<file path="src/design/cbbp_pkg.sv">
// Shared types and constants of the chaotic block byte permuter.
package cbbp_pkg;

    localparam int X_W = 32;
    localparam int P_W = 31;
    localparam int SCALE_W = 14;
    localparam logic [SCALE_W-1:0] INDEX_SCALE = 14'd10000;
    localparam logic [X_W-1:0] GAIN_RESET = 32'd4230562529;
    localparam logic [X_W-1:0] SEED_RESET = 32'd858993459;
    localparam int CFG_IDX_W = 8;
    localparam int DIV_CNT_W = 4;
    localparam logic [DIV_CNT_W-1:0] DIV_LAST = 4'(SCALE_W - 1);

    typedef enum logic [CFG_IDX_W-1:0] {
        CFG_GAIN = 8'd0,
        CFG_SEED = 8'd1
    } t_cfg_idx;

    typedef struct packed {
        logic load_wr;
        logic start_perm;
        logic mul1;
        logic mul2;
        logic mul3;
        logic s1_pick;
        logic s2_prep;
        logic div_start;
        logic div_step;
        logic s2_pick;
        logic rd_a;
        logic rd_b;
        logic wr_a;
        logic wr_b;
        logic emit_start;
        logic emit_rd;
        logic emit_next;
    } t_cmd;

    typedef struct packed {
        logic fill_last;
        logic s1_more;
        logic s2_more;
        logic below;
        logic div_done;
        logic emit_last;
    } t_sts;

endpackage

</file>
<file path="src/design/cbbp_ctrl.sv">
// Controller: sequences loading, both shuffle stages, swaps and emission.
module cbbp_ctrl (
    input  logic           i_clk,
    input  logic           i_rst_n,
    input  logic           i_in_valid,
    output logic           o_in_ready,
    output logic           o_out_valid,
    input  logic           i_out_ready,
    output logic           o_out_last,
    output cbbp_pkg::t_cmd o_cmd,
    input  cbbp_pkg::t_sts i_sts
);

    typedef enum logic [11:0] {
        ST_LOAD    = 12'b0000_0000_0001,
        ST_CHECK   = 12'b0000_0000_0010,
        ST_MAP1    = 12'b0000_0000_0100,
        ST_MAP2    = 12'b0000_0000_1000,
        ST_MAP3    = 12'b0000_0001_0000,
        ST_DIV     = 12'b0000_0010_0000,
        ST_PICK1   = 12'b0000_0100_0000,
        ST_PICK2   = 12'b0000_1000_0000,
        ST_SW_RD_A = 12'b0001_0000_0000,
        ST_SW_RD_B = 12'b0010_0000_0000,
        ST_SW_WR   = 12'b0100_0000_0000,
        ST_EMIT    = 12'b1000_0000_0000
    } t_state;

    t_state r_state, n_state;
    logic   r_stage2, n_stage2;
    logic   r_wr_b, n_wr_b;
    logic   r_emit_rd, n_emit_rd;

    always_ff @(posedge i_clk) begin
        if (!i_rst_n) begin
            r_state <= ST_LOAD;
            r_stage2 <= 1'b0;
            r_wr_b <= 1'b0;
            r_emit_rd <= 1'b0;
        end else begin
            r_state <= n_state;
            r_stage2 <= n_stage2;
            r_wr_b <= n_wr_b;
            r_emit_rd <= n_emit_rd;
        end
    end

    always_comb begin
        n_state = r_state;
        n_stage2 = r_stage2;
        n_wr_b = 1'b0;
        n_emit_rd = 1'b0;
        o_cmd = '0;
        o_in_ready = 1'b0;
        o_out_valid = 1'b0;
        o_out_last = 1'b0;
        case (r_state)
            ST_LOAD: begin
                o_in_ready = 1'b1;
                if (i_in_valid) begin
                    o_cmd.load_wr = 1'b1;
                    if (i_sts.fill_last) begin
                        o_cmd.start_perm = 1'b1;
                        n_stage2 = 1'b0;
                        n_state = ST_CHECK;
                    end
                end
            end
            ST_CHECK: begin
                if (!r_stage2) begin
                    if (i_sts.s1_more) begin
                        n_state = ST_MAP1;
                    end else begin
                        o_cmd.s2_prep = 1'b1;
                        n_stage2 = 1'b1;
                    end
                end else if (i_sts.s2_more) begin
                    n_state = ST_MAP1;
                end else begin
                    o_cmd.emit_start = 1'b1;
                    n_emit_rd = 1'b1;
                    n_state = ST_EMIT;
                end
            end
            ST_MAP1: begin
                o_cmd.mul1 = 1'b1;
                n_state = ST_MAP2;
            end
            ST_MAP2: begin
                o_cmd.mul2 = 1'b1;
                n_state = r_stage2 ? ST_MAP3 : ST_PICK1;
            end
            ST_MAP3: begin
                o_cmd.mul3 = 1'b1;
                o_cmd.div_start = 1'b1;
                n_state = ST_DIV;
            end
            ST_DIV: begin
                o_cmd.div_step = 1'b1;
                if (i_sts.div_done) begin
                    n_state = ST_PICK2;
                end
            end
            ST_PICK1: begin
                o_cmd.s1_pick = 1'b1;
                n_state = i_sts.below ? ST_SW_RD_A : ST_CHECK;
            end
            ST_PICK2: begin
                o_cmd.s2_pick = 1'b1;
                n_state = ST_SW_RD_A;
            end
            ST_SW_RD_A: begin
                o_cmd.rd_a = 1'b1;
                n_state = ST_SW_RD_B;
            end
            ST_SW_RD_B: begin
                o_cmd.rd_b = 1'b1;
                n_state = ST_SW_WR;
            end
            ST_SW_WR: begin
                // First cycle writes the second byte into slot a, the next
                // writes the held first byte into slot b.
                if (r_wr_b) begin
                    o_cmd.wr_b = 1'b1;
                    n_state = ST_CHECK;
                end else begin
                    o_cmd.wr_a = 1'b1;
                    n_wr_b = 1'b1;
                end
            end
            ST_EMIT: begin
                if (r_emit_rd) begin
                    o_cmd.emit_rd = 1'b1;
                end else begin
                    o_out_valid = 1'b1;
                    o_out_last = i_sts.emit_last;
                    if (i_out_ready) begin
                        if (i_sts.emit_last) begin
                            n_state = ST_LOAD;
                        end else begin
                            o_cmd.emit_next = 1'b1;
                            n_emit_rd = 1'b1;
                        end
                    end
                end
            end
            default: begin
                n_state = ST_LOAD;
            end
        endcase
    end

endmodule

</file>
<file path="config.mk">
export PLATFORM = sky130hd
export DESIGN_NAME = cbbp_ctrl
export DESIGN_NICKNAME = d
export VERILOG_FILES = /design/src/design/cbbp_pkg.sv /design/src/design/cbbp_ctrl.sv
export SDC_FILE = /design/constraint.sdc
export NUM_CORES = 1
export LEC_CHECK = 0
export BUFFER_PORTS_ARGS = -buffer_cell sky130_fd_sc_hd__buf_2
export CAP_MARGIN = 25
export CORE_MARGIN = 2
export CORE_UTILIZATION = 49
export CTS_CLUSTER_SIZE = 10
export DETAILED_ROUTE_END_ITERATION = 8
export MAX_ROUTING_LAYER = met4
export PLACE_DENSITY = 0.77
export REMOVE_ABC_BUFFERS = 1
export SLEW_MARGIN = 30
export SYNTH_ARGS = -nofsm -noshare
export SYNTH_HDL_FRONTEND = slang
export SYNTH_SLANG_ARGS = --single-unit
</file>
<file path="constraint.sdc">
create_clock -name i_clk -period 2.1 [get_ports i_clk]
set_input_delay 0.105 -clock i_clk [delete_from_list [all_inputs] [get_ports i_clk]]
set_output_delay 0.105 -clock i_clk [all_outputs]
set_load 0.05 [all_outputs]
</file>
==> results of run 1 <==
==> metrics by stage <==
stage,hold slack [ns],std cells
global placement,0.409,175
floorplan,0.204,116
CTS,0.113,182
detailed placement,0.429,175
finish,0.109,182
global route,0.144,182
==> cells in the mapped netlist (2+ instances only) <==
cell / instances / share of area, %
sky130_fd_sc_hd__xor2_1: 2 / 1.9
sky130_fd_sc_hd__xnor2_1: 2 / 1.9
sky130_fd_sc_hd__and4_1: 2 / 1.9
sky130_fd_sc_hd__nand2_1: 11 / 4.4
sky130_fd_sc_hd__nand3_1: 4 / 2.1
sky130_fd_sc_hd__o21ai_0: 7 / 3.7
sky130_fd_sc_hd__dfxtp_1: 15 / 32
sky130_fd_sc_hd__inv_1: 4 / 1.6
sky130_fd_sc_hd__nor2b_1: 3 / 2.0
sky130_fd_sc_hd__nor3_1: 5 / 2.7
sky130_fd_sc_hd__buf_4: 2 / 1.6
sky130_fd_sc_hd__clkbuf_1: 3 / 1.2
sky130_fd_sc_hd__and3_1: 5 / 3.3
sky130_fd_sc_hd__nor2_1: 18 / 7.2
sky130_fd_sc_hd__nand2b_1: 2 / 1.3
sky130_fd_sc_hd__and4b_1: 3 / 3.2
sky130_fd_sc_hd__and2_1: 3 / 2.0
sky130_fd_sc_hd__or4_1: 4 / 3.2
sky130_fd_sc_hd__nor4b_1: 2 / 1.9
sky130_fd_sc_hd__a21boi_0: 3 / 2.4
sky130_fd_sc_hd__nand3b_1: 2 / 1.6
sky130_fd_sc_hd__nor4_1: 3 / 2.0
==> critical path: stages, from the launching register on <==
cell and delay (ns):
sky130_fd_sc_hd__dfxtp_2 0.33, sky130_fd_sc_hd__or4_4 0.61, sky130_fd_sc_hd__nor3b_4 0.23, sky130_fd_sc_hd__and2b_1 0.20, sky130_fd_sc_hd__and3b_2 0.23, sky130_fd_sc_hd__buf_8 0.15
==> layout by cell type, fill, tap and decap left out, types with 5 or more instances in the layout <==
master and n:
sky130_fd_sc_hd__buf_4 12, sky130_fd_sc_hd__nand2_1 11, sky130_fd_sc_hd__nor2_1 16, sky130_fd_sc_hd__o21ai_0 7, sky130_fd_sc_hd__dfxtp_1 12, sky130_fd_sc_hd__nor3_1 5, sky130_fd_sc_hd__buf_2 19, sky130_fd_sc_hd__and3_1 5
sky130_fd_sc_hd__clkbuf_4 6
==> layout make-up <==
class / count / area, sq um / share of cell area [%]
clock buffers: 3 / 22.5 / 1.80
clock inverters: 1 / 5.00 / 0.400
inverters: 4 / 15.0 / 1.20
multi-input cells: 97 / 629 / 50.2
flip-flops and latches: 15 / 304 / 24.3
well taps: 25 / 31.3 / 2.50
repair buffers: 37 / 245 / 19.6
==> worst min path at each step <==
stage / start / end / slack (ns) / cells after the start
floorplan: i_rst_n / r_state[0] / 0.20 / 1
global placement: i_sts[4] / r_stage2 / 0.41 / 3
detailed placement: i_sts[4] / r_stage2 / 0.43 / 3
CTS: i_sts[1] / r_state[5] / 0.11 / 4
global route: i_sts[1] / r_state[5] / 0.14 / 4
finish: i_sts[4] / r_stage2 / 0.11 / 3
==> logic make-up (layout without fill, tap and decap cells) <==
| logic type | count (synthesis) | count (layout) | synth area share, % |
|---|---|---|---|
| AO/OA/AOI/OAI | 16 | 16 | 11.7 |
| flip-flops | 15 | 15 | 31.9 |
| XOR/XNOR | 4 | 4 | 3.72 |
| AND/OR/NAND/NOR | 77 | 77 | 47.8 |
| buffers and inverters | 10 | 45 | 4.91 |
==> repair_timing <==
| action | 4_1_cts | 5_1_grt |
|---|---|---|
| endpoints found under the setup margin | 17 | 11 |
| pin swaps | 4 | 1 |
| resized for setup | 16 | 13 |
| setup buffers | 3 | 0 |
| endpoints found under the hold margin | 0 | 0 |
==> state kept, by name, indices dropped and copies added (netlist names) <==
register,count
r_wr_b,1
r_state,12
r_stage2,1
r_emit_rd,1
==> power groups by stage <==
stage          registers, uW  logic, uW  clock network (uW)
6_report                 307        280                 171
4_1_cts                  306        264                 174
3_5_place_dp             312        252                   0
2_1_floorplan            315        178                   0
5_1_grt                  309        301                 183
3_3_place_gp             313        246                   0
==> metal layers <==
layer  up-vias  track usage [%]
met3         5             5.28
met1       465             29.5
met2        31             42.9
met4         0             12.4
met5         -                -
li1        508                -
==> results.md, run 1 <==
* Switching share of power at 39.0%
* Reg-to-reg startpoint: r_state[10]
* Overall routing resource usage at 25.9%
* Slew Limit Headroom at 56.5%
* Buffers from clock root to sink, at most at 2
* Start point of the critical path: r_state[6]
* Share of the yosys chip area belonging to registers at 31.9%
* Capturing element type of the critical path: output pin
* Iter 0 DRT Violations at 30
* Power share of the sequential group at 40.5%
* Slew Limit Fails at 0
* Most used DFF post-synth: sky130_fd_sc_hd__dfxtp_1
* Element type at the critical path start: flop
* Via density per instance at 5.54
* Highest metal layer with signal wires: met4
* Total number of vias at 1009
* Worst setup path endpoint: o_cmd[0]
* RSZ-0062 raised after global routing: true
* Accumulated negative setup slack at -0.0417 ns
* Distinct cell type count after synthesis at 39
* Arrival @ worst endpoint at 2.04 ns
* Syn Inst Count at 122
* Maximum clock frequency at 467 MHz
* Setup Slack @ Placement at 0.000472 ns
* Tmin final at 2.14 ns
* Status: finished with violations
* Ratio of cells with drive above 1 in the final layout at 35.0%
* Number of remaining DRC errors at 0
* CTS tree: done
* Final GP Congestion at 0.843
* First-pass iteration count of the detailed router at 4
* Worst-case reg-to-reg path depth at 5
* Switching Power at 296 uW
* Routed Wire Length at 2.52 mm
* Detailed-routed wire length on met3 at 147 um
* Measured slew at the worst slew-check pin at 0.653 ns
* Post-detailed-placement cell area at 0.00112 sq mm
* Layout area overhead at 32.9%
* Asr flop ratio synth at 0%
* Start-to-end type of the worst setup path: reg -> out
* Final Setup Violations at 1
* Via count of the first global-routing pass at 923
* Mapped Avg Cell Area at 7.72 sq um
* Post-layout utilization of the core at 71.0%
* Setup slack after layout at -0.0417 ns
* Crit path max fanout at 5
* Maximum level of the CTS H-tree at 1
* Total CTS buffers at 3
* Placeable core region at 0.00176 sq mm
* Layout fillers at 158
* Number of flops mapped to enable cells by yosys at 0
* Static Leakage at 0.000604 uW
* Die outline area at 0.00229 sq mm
* Violated checks: setup timing
* Synth warnings at 0
* Worst endpoint required time at 2.00 ns
* Pint at 462 uW
* Die boundary height at 47.9 um
* Per-cell routed wire length at 13.8 um
* Clock Root Buffer: sky130_fd_sc_hd__clkbuf_4
* Final #Nets at 168
* Die extent in x at 47.9 um
* Initial antenna violation count at 0
* Clk_lat worst skew at 0.29 ns
* End of the worst register-to-register path: r_wr_b
* Starting density of the core at 53.4%
* Reg clk slew, reported paths at 0.09 ns
* Count of antenna diodes in the layout at 0
* Cts-stage hold buffer count at 0
* HP Class: in -> reg
* First-pass GRT wire length at 3.91 mm
* Global route overflow at 0
* Top Ports at 30
* Power consumption at 758 uW
* Detail Placement HPWL at 1.87 mm
* Total of buffers placed on input and output ports at 29
* Reported max-cap violation count at 0
* Number of hold violations in the final report at 0
* Total number of clock tree sinks at 15
* Metal1 wirelength at 1.08 mm
* Standard-cell rows at 15
* Largest voltage drop on the vdd net at 0.484 mV
* Mapped cell area at 942 sq um
* Total power density per cell area at 605 mW/mm^2
* Number of routed nets with antenna violations at 0
* Combinational share of power at 37.0%
* Post-layout instance area at 0.00125 sq mm
* Number of storage elements in the synthesis netlist at 15
* Proportion of power drawn by the clock network at 22.5%
* Final setup skew at 0.00171 ns
* Period utilisation layout at 102%
* Pin count of the biggest net entering global routing at 15
* Total length of routed met2 wires at 1.24 mm
* Reg2reg setup slack at 0.13 ns
(Power assumes the default switching activity.)
==> run 2: changes to the inputs <==
==> constraint.sdc (replaced) <==
create_clock -name i_clk -period 2.1 [get_ports i_clk]
set_input_delay 0.21 -clock i_clk [delete_from_list [all_inputs] [get_ports i_clk]]
set_output_delay 0.21 -clock i_clk [all_outputs]
set_load 0.05 [all_outputs]
==> results.md, run 2 (synthesis results as in run 1) <==
* Status: finished with violations
* Violated checks: setup timing
* Via count of the first global-routing pass at 957
* Proportion of power drawn by the clock network at 20.0%
* Number of hold violations in the final report at 0
* Initial antenna violation count at 0
* Reg clk slew, reported paths at 0.11 ns
* Via density per instance at 6.32
* Accumulated negative setup slack at -0.871 ns
* Arrival @ worst endpoint at 2.03 ns
* Total number of clock tree sinks at 15
* Die boundary height at 47.9 um
* Period utilisation layout at 107%
* CTS tree: done
* Largest register by flop count: r_state
* Maximum clock frequency at 447 MHz
* Iter 0 DRT Violations at 46
* Total number of vias at 1232
* Number of flip-flops in the largest register at 12
* Die outline area at 0.00229 sq mm
* Power consumption at 880 uW
* Number of routed nets with antenna violations at 0
* Per-cell routed wire length at 19.1 um
* Combinational share of power at 44.7%
* Placed Cells incl. Taps at 180
* Top Ports at 30
* Total of buffers placed on input and output ports at 29
* Standard-cell rows at 15
* Final setup skew at 0.0128 ns
* Setup slack after layout at -0.138 ns
* Reported max-cap violation count at 0
* Cts-stage hold buffer count at 0
* Clk_lat worst skew at 0.29 ns
* Most common cell after layout, fill and taps aside: sky130_fd_sc_hd__buf_4
* Crit path max fanout at 4
* Clock Root Buffer: sky130_fd_sc_hd__clkbuf_4
* Die extent in x at 47.9 um
* Power share of the sequential group at 35.4%
* Maximum level of the CTS H-tree at 1
* Final GP Congestion at 0.884
* Layout area overhead at 60.8%
* Global route overflow at 0
* Final Setup Violations at 12
* First-pass iteration count of the detailed router at 4
* Top library cells by usage in the layout, fill and taps aside: sky130_fd_sc_hd__buf_4 (19), sky130_fd_sc_hd__buf_6 (16), sky130_fd_sc_hd__dfxtp_1 (12)
* Tmin final at 2.24 ns
* Placeable core region at 0.00176 sq mm
* Switching share of power at 40.1%
* Slew Limit Fails at 0
* Slew Limit Headroom at 65.2%
* Element type at the critical path start: flop
* Post-detailed-placement cell area at 0.00116 sq mm
* Routed Wire Length at 3.72 mm
* Capturing element type of the critical path: output pin
* Starting density of the core at 53.4%
* Final instance count without filler cells at 195
* First-pass GRT wire length at 4.53 mm
* Pint at 527 uW
* Detail Placement HPWL at 1.86 mm
* Count of antenna diodes in the layout at 0
* Buffers from clock root to sink, at most at 2
* Pin count of the biggest net entering global routing at 15
* Largest voltage drop on the vdd net at 0.443 mV
* Switching Power at 353 uW
* Start-to-end type of the worst setup path: reg -> out
* Number of remaining DRC errors at 0
* Final #Nets at 181
* Total CTS buffers at 3
* Ratio of cells with drive above 1 in the final layout at 47.6%
* HP Class: in -> reg
* Worst endpoint required time at 1.89 ns
* RSZ-0062 raised after global routing: true
* Measured slew at the worst slew-check pin at 0.514 ns
* Overall routing resource usage at 29.8%
* Total power density per cell area at 581 mW/mm^2
* Post-layout instance area at 0.00152 sq mm
* Static Leakage at 0.000690 uW
## run 2: cell types whose count changed in the layout (fill, tap and decap cells not counted), sizes merged
cell and change:
buf +16, clkbuf -3
## run 2: path summary, 6_finish.rpt
kind / startpoint / endpoint / slack, ns / cells past startpoint
worst max-delay path: r_state[4] / o_cmd[0] / -0.14 / 5
worst max register to register: r_state[3] / r_state[0] / 0.05 / 6
worst min-delay path: i_sts[4] / r_stage2 / 0.21 / 3
worst min register to register: r_stage2 / r_state[6] / 0.46 / 1
## run 2: power by group through the flow
| stage | clock network, uW | logic (uW) | registers [uW] |
|---|---|---|---|
| floorplan | 0 | 178 | 315 |
| global placement | 0 | 247 | 314 |
| detailed placement | 0 | 250 | 314 |
| CTS | 177 | 273 | 309 |
| global route | 184 | 418 | 312 |
| finish | 176 | 393 | 311 |
## run 2: final cells by class
class	count	area [sq um]
Fill cell	119	249
Clock inverter	1	5.00
Timing Repair Buffer	50	448
Sequential cell	15	304
Tap cell	25	31.3
Inverter	4	15.0
Clock buffer	3	22.5
Multi-Input combinational cell	97	689
## run 2: what timing repair did
| action | CTS | global route |
|---|---|---|
| gates resized for setup | 33 | 50 |
| pin swaps | 3 | 11 |
| endpoints found under the setup margin | 20 | 19 |
| setup buffers | 3 | 8 |
| hold endpoints to repair | 0 | 0 |
## run 2: routing by layer
| metal | GRT usage (%) | part of all wire, % |
|---|---|---|
| met3 | 4.15 | 5.1 |
| met4 | 12.4 | 6.2 |
| met5 | - | 0 |
| met1 | 37.8 | 41 |
| met2 | 46.9 | 48 |
## run 2: metrics by stage
step | util, % | hold WS (ns) | worst slack, ns
3_3_place_gp | 65.9 | 0.457 | 0.0753
4_1_cts | 74.5 | 0.214 | -0.0703
3_5_place_dp | 65.9 | 0.463 | 0.0566
5_1_grt | 85.9 | 0.236 | -0.216
6_report | 85.9 | 0.213 | -0.138
2_1_floorplan | - | 0.309 | -0.681
## run 2: worst max-delay path, cell delays in order, from the launching register on
cell,delay (ns)
sky130_fd_sc_hd__dfxtp_2,0.34
sky130_fd_sc_hd__or4_4,0.60
sky130_fd_sc_hd__nor3b_4,0.21
sky130_fd_sc_hd__and2b_2,0.19
sky130_fd_sc_hd__and3b_2,0.23
sky130_fd_sc_hd__buf_8,0.15
